## src/assert_macros.svh

```systemverilog
// Assertion macros shared by the RTL that carries checks.
// Each macro expects clk and rst to be in scope of the using module.
`ifndef ASSERT_MACROS_SVH
`define ASSERT_MACROS_SVH

// Combinational implication checked at every clock edge outside reset.
`define ASSERT_IMPL(label, ante, cons, msg) \
  label: assert property (@(posedge clk) disable iff (rst) (ante) |-> (cons)) \
    else $error(msg);

// Implication whose consequent is checked in the next cycle.
`define ASSERT_NEXT(label, ante, cons, msg) \
  label: assert property (@(posedge clk) disable iff (rst) (ante) |=> (cons)) \
    else $error(msg);

`endif

```

## src/tcae_pkg.sv

```systemverilog
// Shared types, character constants and helper functions for the
// terminal cell encoder. No dependencies.
package tcae_pkg;

  typedef struct packed {
    logic [7:0] red;
    logic [7:0] green;
    logic [7:0] blue;
    logic [7:0] alpha;
    logic       frame_start;
  } texel_t;

  typedef struct packed {
    logic [7:0] out_byte;
    logic       cell_done;
  } stream_t;

  // Fully evaluated cell, handed from the arithmetic pipe to the serializer.
  typedef struct packed {
    logic [7:0]  ramp_char;
    logic [23:0] rgb;
    logic [35:0] digits;   // red, green, blue; hundreds, tens, ones each
    logic        frame_start;
  } cell_t;

  localparam int unsigned RampLen = 66;
  localparam logic [RampLen*8-1:0] Ramp =
    " `^\",:;Il!i~+_-?][}{1)(|\\/tfjrxnuvczXYUJCLQ0OZmwqpdbkhao*#MW&8%B@$";

  localparam int unsigned SeqLen = 20;
  localparam logic [4:0]  SeqLast = 5'(SeqLen - 1);

  localparam logic [7:0] ChEsc     = 8'h1B;
  localparam logic [7:0] ChBracket = 8'h5B;
  localparam logic [7:0] ChFour    = 8'h34;
  localparam logic [7:0] ChEight   = 8'h38;
  localparam logic [7:0] ChSemi    = 8'h3B;
  localparam logic [7:0] ChTwo     = 8'h32;
  localparam logic [7:0] ChM       = 8'h6D;
  localparam logic [7:0] ChSpace   = 8'h20;
  localparam logic [7:0] ChZero    = 8'h30;

  // luminance index = floor(n / LumDiv), n = (r+g+b)*a*65
  localparam logic [17:0] LumDiv   = 18'd195075;
  localparam logic [14:0] LumRecip = 15'd22017;   // floor(2^32 / LumDiv)

  function automatic logic [7:0] ramp_char(input logic [6:0] idx);
    logic [6:0] i;
    logic [9:0] bit_pos;
    i = (idx > 7'(RampLen - 1)) ? 7'(RampLen - 1) : idx;
    bit_pos = {7'(RampLen - 1) - i, 3'b000};
    return Ramp[bit_pos +: 8];
  endfunction

  // floor(x / 255), exact for x up to 255*255
  function automatic logic [7:0] div255(input logic [15:0] x);
    logic [16:0] s;
    s = {1'b0, x} + 17'(x[15:8]) + 17'd1;
    return s[15:8];
  endfunction

  function automatic logic [11:0] dec3(input logic [7:0] v);
    logic [1:0]  h;
    logic [6:0]  r;
    logic [14:0] m;
    logic [3:0]  t;
    logic [3:0]  o;
    if (v >= 8'd200) begin
      h = 2'd2;
      r = 7'(v - 8'd200);
    end else if (v >= 8'd100) begin
      h = 2'd1;
      r = 7'(v - 8'd100);
    end else begin
      h = 2'd0;
      r = v[6:0];
    end
    m = 15'(r) * 15'd205;   // r/10 for r < 100
    t = m[14:11];
    o = 4'(r - 7'(t) * 7'd10);
    return {2'b00, h, t, o};
  endfunction

endpackage

```

## src/tcae_math.sv

```systemverilog
// Three-stage arithmetic pipe: premultiply, luminance index, decimal digits.
// Depends on tcae_pkg.
module tcae_math (
  input  logic            clk,
  input  logic            rst,
  input  tcae_pkg::texel_t texel,
  input  logic            texel_valid,
  output logic            texel_stall,
  output tcae_pkg::cell_t cell_data,
  output logic            cell_valid,
  input  logic            cell_stall
);
  import tcae_pkg::*;

  // stage 1: captured texel
  texel_t      s1;
  logic        v1;
  // stage 2: products
  logic [17:0] s2_lum;
  logic [15:0] s2_pr;
  logic [15:0] s2_pg;
  logic [15:0] s2_pb;
  logic        s2_fs;
  logic        v2;
  // stage 3: scaled luminance, reciprocal estimate, premultiplied channels
  logic [23:0] s3_n;
  logic [6:0]  s3_q;
  logic [7:0]  s3_r;
  logic [7:0]  s3_g;
  logic [7:0]  s3_b;
  logic        s3_fs;
  logic        v3;

  logic        ready1;
  logic        ready2;
  logic        ready3;
  logic [9:0]  sum;
  logic [23:0] n_next;
  logic [38:0] est;
  logic [23:0] rem;
  logic [6:0]  idx;

  assign ready3 = !v3 || !cell_stall;
  assign ready2 = !v2 || ready3;
  assign ready1 = !v1 || ready2;
  assign texel_stall = !ready1;

  assign sum    = 10'(s1.red) + 10'(s1.green) + 10'(s1.blue);
  assign n_next = 24'({s2_lum, 6'b000000}) + 24'(s2_lum);
  assign est    = 39'(n_next) * 39'(LumRecip);

  // estimate is low by at most one
  assign rem = s3_n - 24'(s3_q) * 24'(LumDiv);
  assign idx = s3_q + 7'(rem >= 24'(LumDiv));

  always_ff @(posedge clk) begin
    if (rst) begin
      v1 <= 1'b0;
      v2 <= 1'b0;
      v3 <= 1'b0;
    end else begin
      if (ready1) v1 <= texel_valid;
      if (ready2) v2 <= v1;
      if (ready3) v3 <= v2;
    end
  end

  always_ff @(posedge clk) begin
    if (ready1) s1 <= texel;
    if (ready2) begin
      s2_lum <= 18'(sum) * 18'(s1.alpha);
      s2_pr  <= 16'(s1.red) * 16'(s1.alpha);
      s2_pg  <= 16'(s1.green) * 16'(s1.alpha);
      s2_pb  <= 16'(s1.blue) * 16'(s1.alpha);
      s2_fs  <= s1.frame_start;
    end
    if (ready3) begin
      s3_n  <= n_next;
      s3_q  <= est[38:32];
      s3_r  <= div255(s2_pr);
      s3_g  <= div255(s2_pg);
      s3_b  <= div255(s2_pb);
      s3_fs <= s2_fs;
    end
  end

  assign cell_valid            = v3;
  assign cell_data.ramp_char   = ramp_char(idx);
  assign cell_data.rgb         = {s3_r, s3_g, s3_b};
  assign cell_data.digits      = {dec3(s3_r), dec3(s3_g), dec3(s3_b)};
  assign cell_data.frame_start = s3_fs;

endmodule

```

## src/tcae_emit.sv

```systemverilog
// Byte serializer: holds one cell, tracks the last color sent and walks
// the escape sequence one byte per transfer. Depends on tcae_pkg.
module tcae_emit (
  input  logic             clk,
  input  logic             rst,
  input  logic             colored_mode,
  input  tcae_pkg::cell_t  cell_data,
  input  logic             cell_valid,
  output logic             cell_stall,
  output tcae_pkg::stream_t stream,
  output logic             stream_valid,
  input  logic             stream_stall
);
  import tcae_pkg::*;

  logic        busy;
  logic [4:0]  cnt;
  logic        full;        // sending the whole color sequence
  logic [7:0]  single;      // the one byte of a short cell
  logic [35:0] digits;
  logic [23:0] prev_rgb;

  logic        xfer;
  logic        last;
  logic        load;
  logic [23:0] prev_eff;
  logic        differ;
  logic [3:0]  dig;
  logic [7:0]  seq_byte;

  assign last       = !full || (cnt == SeqLast);
  assign xfer       = busy && !stream_stall;
  assign cell_stall = busy && !(xfer && last);
  assign load       = cell_valid && !cell_stall;

  assign prev_eff = cell_data.frame_start ? 24'h000000 : prev_rgb;
  assign differ   = cell_data.rgb != prev_eff;

  always_ff @(posedge clk) begin
    if (rst) begin
      busy     <= 1'b0;
      prev_rgb <= 24'h000000;
    end else if (load) begin
      busy <= 1'b1;
      if (colored_mode && differ) prev_rgb <= cell_data.rgb;
      else                        prev_rgb <= prev_eff;
    end else if (xfer && last) begin
      busy <= 1'b0;
    end
  end

  always_ff @(posedge clk) begin
    if (load) begin
      cnt    <= 5'd0;
      full   <= colored_mode && differ;
      single <= colored_mode ? ChSpace : cell_data.ramp_char;
      digits <= cell_data.digits;
    end else if (xfer) begin
      cnt <= cnt + 5'd1;
    end
  end

  always_comb begin
    dig      = 4'd0;
    seq_byte = ChSpace;
    unique case (cnt)
      5'd0:  seq_byte = ChEsc;
      5'd1:  seq_byte = ChBracket;
      5'd2:  seq_byte = ChFour;
      5'd3:  seq_byte = ChEight;
      5'd4:  seq_byte = ChSemi;
      5'd5:  seq_byte = ChTwo;
      5'd6:  seq_byte = ChSemi;
      5'd7:  dig = digits[35:32];
      5'd8:  dig = digits[31:28];
      5'd9:  dig = digits[27:24];
      5'd10: seq_byte = ChSemi;
      5'd11: dig = digits[23:20];
      5'd12: dig = digits[19:16];
      5'd13: dig = digits[15:12];
      5'd14: seq_byte = ChSemi;
      5'd15: dig = digits[11:8];
      5'd16: dig = digits[7:4];
      5'd17: dig = digits[3:0];
      5'd18: seq_byte = ChM;
      default: seq_byte = ChSpace;
    endcase
    if ((cnt >= 5'd7 && cnt <= 5'd9) || (cnt >= 5'd11 && cnt <= 5'd13) ||
        (cnt >= 5'd15 && cnt <= 5'd17)) begin
      seq_byte = ChZero | {4'b0000, dig};
    end
  end

  assign stream_valid     = busy;
  assign stream.out_byte  = full ? seq_byte : single;
  assign stream.cell_done = last;

endmodule

```

## src/terminal_cell_ansi_encoder_unit.sv

```systemverilog
// A texel passes s1, s2 and s3 in tcae_math, then is loaded into tcae_emit.
// Throughput: one texel per cycle into the pipe unless texel_stall is high;
// one output byte per cycle unless stream_stall is high. An ASCII cell or a
// repeated color is one byte, a new color the 20-byte escape sequence.
// Reset (rst, synchronous): empties the pipe, mode ASCII, last color black.
// Uses tcae_pkg, tcae_math, tcae_emit and assert_macros.svh.
`include "assert_macros.svh"

module terminal_cell_ansi_encoder_unit (
  input  logic              clk,
  input  logic              rst,
  input  logic              cfg_write,
  input  logic              cfg_data,
  input  tcae_pkg::texel_t  texel,
  input  logic              texel_valid,
  output logic              texel_stall,
  output tcae_pkg::stream_t stream,
  output logic              stream_valid,
  input  logic              stream_stall
);
  import tcae_pkg::*;

  logic  colored_mode;
  cell_t cell_data;
  logic  cell_valid;
  logic  cell_stall;

  always_ff @(posedge clk) begin
    if (rst) colored_mode <= 1'b0;
    else if (cfg_write) colored_mode <= cfg_data;
  end

  tcae_math u_math (
    .clk        (clk),
    .rst        (rst),
    .texel      (texel),
    .texel_valid(texel_valid),
    .texel_stall(texel_stall),
    .cell_data  (cell_data),
    .cell_valid (cell_valid),
    .cell_stall (cell_stall)
  );

  tcae_emit u_emit (
    .clk         (clk),
    .rst         (rst),
    .colored_mode(colored_mode),
    .cell_data   (cell_data),
    .cell_valid  (cell_valid),
    .cell_stall  (cell_stall),
    .stream      (stream),
    .stream_valid(stream_valid),
    .stream_stall(stream_stall)
  );

  // a sequence in flight keeps going after each non-final transfer
  `ASSERT_NEXT(a_seq_continues, stream_valid && !stream_stall && !stream.cell_done, stream_valid, "sequence broke off")
  // only the final byte of a cell may be a space
  `ASSERT_IMPL(a_no_inner_space, stream_valid && !stream.cell_done, stream.out_byte != ChSpace, "inner space")
  // a finished cell waiting on the serializer stays offered
  `ASSERT_NEXT(a_cell_held, cell_valid && cell_stall, cell_valid, "cell dropped while busy")

endmodule

```

## config.mk

```make
export PLATFORM = sky130hd
export DESIGN_NAME = terminal_cell_ansi_encoder_unit
export DESIGN_NICKNAME = d
export VERILOG_FILES = /design/src/tcae_pkg.sv /design/src/tcae_math.sv /design/src/tcae_emit.sv /design/src/terminal_cell_ansi_encoder_unit.sv
export VERILOG_INCLUDE_DIRS = /design/src /design/src/src
export SDC_FILE = /design/constraint.sdc
export NUM_CORES = 2
export LEC_CHECK = 0
export BUFFER_PORTS_ARGS = -buffer_cell sky130_fd_sc_hd__clkbuf_2
export CAP_MARGIN = 20
export CORE_ASPECT_RATIO = 2
export CORE_UTILIZATION = 50
export CTS_BUF_LIST = sky130_fd_sc_hd__clkbuf_16
export DETAILED_ROUTE_END_ITERATION = 6
export GPL_TIMING_DRIVEN = 0
export PLACE_DENSITY = 0.7
export SLEW_MARGIN = 25
export SYNTH_ARGS = -nofsm -noshare
export SYNTH_HDL_FRONTEND = slang
export SYNTH_SLANG_ARGS = --single-unit
```

## constraint.sdc

```tcl
create_clock -name clk -period 8.6 [get_ports clk]
set_input_delay 0 -clock clk [delete_from_list [all_inputs] [get_ports clk]]
set_output_delay 0 -clock clk [all_outputs]
set_load 0.01 [all_outputs]
```

==> impl_metrics.json <==
{
  "synth_cell_types": 98,
  "nets": 4024,
  "layout_common_cells": "549 x ha_1, 489 x inv_1, 272 x fa_1",
  "use_met2_pct": 47.4,
  "wire_per_inst_microns": 17.4,
  "gp_congestion": 0.949,
  "worstSkewPairLatency_ns": 0.57,
  "synthCells": 3036,
  "path_max_fanout": 6,
  "rsz0062_at_grt": "true",
  "hold_path.class": "primary input to register",
  "dp_slack_ns": -0.593,
  "start_util_pct": 50.7,
  "grt_pass1_vias": 23800,
  "rows": 126,
  "ios": 50,
  "tightest_slew_ns": 1.07,
  "ant_nets": 0,
  "numPortBuffers": 48,
  "dp_cells": 3857,
  "synth-compound-area-share_pct": 11.2,
  "fin_tns_setup_ns": 0,
  "cts_max_path_buffers": 3,
  "tritoncts": "yes",
  "setup_viol": 0,
  "setup_slack_ns": 0.328,
  "die-area_sq_mm": 0.0609,
  "ys_warn_count": 0,
  "syn_nets": 3896,
  "finalMaxSlewViolations": 0,
  "cts-htree-levels": 1,
  "antenna_cells": 0,
  "cts-buffers-inserted": 23,
  "avgSynthCellArea_sq_um": 9.86,
  "synthMuxAreaShare_pct": 0.714,
  "root_buffer": "clkbuf_16",
  "synth-seq-cells": 228,
  "drc_errors": 0,
  "yosys_most_used_dff": "edfxtp_1",
  "hpwl_microns": 55800,
  "worst_setup_path_start_kind": "register",
  "areaGrowthSynthToFinish_pct": 8.77,
  "cts.clk_slew.worst_paths_ns": 0.06,
  "synth-simple-area-share_pct": 12.6,
  "cp.arrival_ns": 8.58,
  "vias": 22100,
  "first_iter_violations": 997,
  "grt_max_degree": 46,
  "met1_usage_pct": 21.9,
  "antenna_found_initial": 0,
  "met3_usage_pct": 1.79,
  "busiest_layer": "met2",
  "cts_sinks": 228,
  "drt_pass1_iterations": 5,
  "globalRoute.totalOverflow": 0,
  "chipWidth_microns": 175,
  "criticalPathCategory": "register to register",
  "hold_violations": 0,
  "period_share_pct": 96.2,
  "period_needed_ns": 8.27,
  "synth_top_family_by_area": "adder cells",
  "status": "completed",
  "grt_pass1_wl_microns": 114000,
  "routed_wl_microns": 68500,
  "synth-async-reset-ratio_pct": 0,
  "fillers": 5264,
  "core_sq_mm": 0.0591,
  "synth-edff-count": 194,
  "max_freq_ghz": 0.121,
  "synth_area_sq_mm": 0.0299,
  "required_ns": 8.90,
  "finClkSkew_ns": 0.0203,
  "drive_gt1_share_pct": 5.57,
  "final_core_util_pct": 55.1,
  "die_y_microns": 348,
  "relSlewSlack_pct": 28.3,
  "synth-xor-area-share_pct": 5.51,
  "layout_commonest_cell": "ha_1",
  "synthAdderAreaFrac_pct": 41.1,
  "grt_usage_pct": 23.4,
  "vias_per_cell": 5.59,
  "cap_violations": 0,
  "cp-end-kind": "register",
  "seq_area_frac_synth_pct": 21.7,
  "finalNonFillerCells": 3948
}
## cell families after synthesis
kind of cell / after synthesis
AOI/OAI and AO/OA: 474
other: 1
and+or+nand+nor: 749
adders and majority gates: 821
DFF: 228
xor gates and xnor gates: 183
muxes: 17
buffers and inverters: 563
## cell usage after synthesis, types with 37 or more instances
cell / number / share of area, %
nand2_1: 224 / 2.8
nor2_1: 136 / 1.7
and2_1: 160 / 3.3
clkbuf_1: 56 / 0.70
inv_1: 489 / 6.1
a21oi_1: 105 / 1.8
xnor2_1: 134 / 3.9
nor3_1: 40 / 0.67
fa_1: 272 / 18
ha_1: 549 / 23
nand3_1: 51 / 0.85
nor2b_1: 38 / 0.79
a21o_1: 37 / 0.93
o21ai_0: 81 / 1.4
xor2_1: 45 / 1.3
edfxtp_1: 194 / 19
## layout make-up
type	instances	area, sq um	share of cell area [%]
Sequential cell	228	6510	20.0
Multi-Input combinational cell	2245	21400	65.7
Tap cell	768	961	2.95
Timing Repair Buffer	104	797	2.45
Buffer	72	303	0.929
Clock inverter	18	193	0.591
Clock buffer	23	576	1.77
Inverter	490	1840	5.65
## final timing paths
check,cells past startpoint,startpoint,slack (ns),end
min,2,texel[21],0.14,u_math.s1[21]$_DFFE_PN_
max reg2reg,24,u_math.s2_lum[0]$_DFFE_PP_,0.33,u_math.s3_q[6]$_DFFE_PP_
min reg2reg,0,u_math.s2_fs$_DFFE_PP_,0.42,u_math.s3_fs$_DFFE_PP_
max,24,u_math.s2_lum[0]$_DFFE_PP_,0.33,u_math.s3_q[6]$_DFFE_PP_
## per-layer routing
metal	share of wire, %	routed length (microns)
met4	6.6	4550
met5	0	0
met2	57	38800
met3	2.4	1680
met1	34	23500
## stage by stage
step / hold slack, ns / cell area, sq um
6_report: 0.142 / 32600
5_1_grt: 0.136 / 32600
2_1_floorplan: 0.0691 / 30000
3_3_place_gp: 0.176 / 31200
3_5_place_dp: 0.179 / 31200
4_1_cts: 0.112 / 32500
## state kept, by name, indices dropped and copies added, names as in the netlist, 5 cells and up
| name | count |
|---|---|
| u_math.s1 | 33 |
| u_emit.digits | 30 |
| u_emit.prev_rgb | 24 |
| u_math.s3_n | 24 |
| u_math.s2_lum | 18 |
| u_math.s2_pb | 16 |
| u_math.s2_pg | 16 |
| u_math.s2_pr | 16 |
| u_math.s3_b | 8 |
| u_math.s3_g | 8 |
| u_math.s3_r | 8 |
| u_emit.single | 7 |
| u_math.s3_q | 7 |
| u_emit.cnt | 5 |
## critical path: stages (launching register included)
cell,delay [ns]
edfxtp_1,0.52
ha_1,0.29
fa_1,0.40
a21o_1,0.17
a21oi_1,0.28
o21bai_1,0.11
a21oi_1,0.29
o21ai_0,0.24
xor2_1,0.84
ha_1,0.39
fa_1,0.49
fa_1,0.59
fa_1,0.44
ha_1,0.31
ha_1,0.30
ha_1,0.30
and3_1,0.18
a221oi_1,0.24
o21ai_0,0.15
a221oi_1,0.29
o21ai_0,0.33
a41o_1,0.38
nor4_1,0.21
nor3_1,0.12
xnor2_1,0.14
## repair_timing
action | CTS | global route
resized for setup | 5 | 8
setup buffers | 10 | 1
hold buffers | 40 | 0
setup endpoints to repair | 7 | 9
gates cloned | 0 | 0
pin swaps | 1 | 0
hold endpoints to repair | 40 | 0
Power is left out: the tool's default activity adds up to more than one toggle a clock period on the data nets, which glitch-free logic cannot reach.
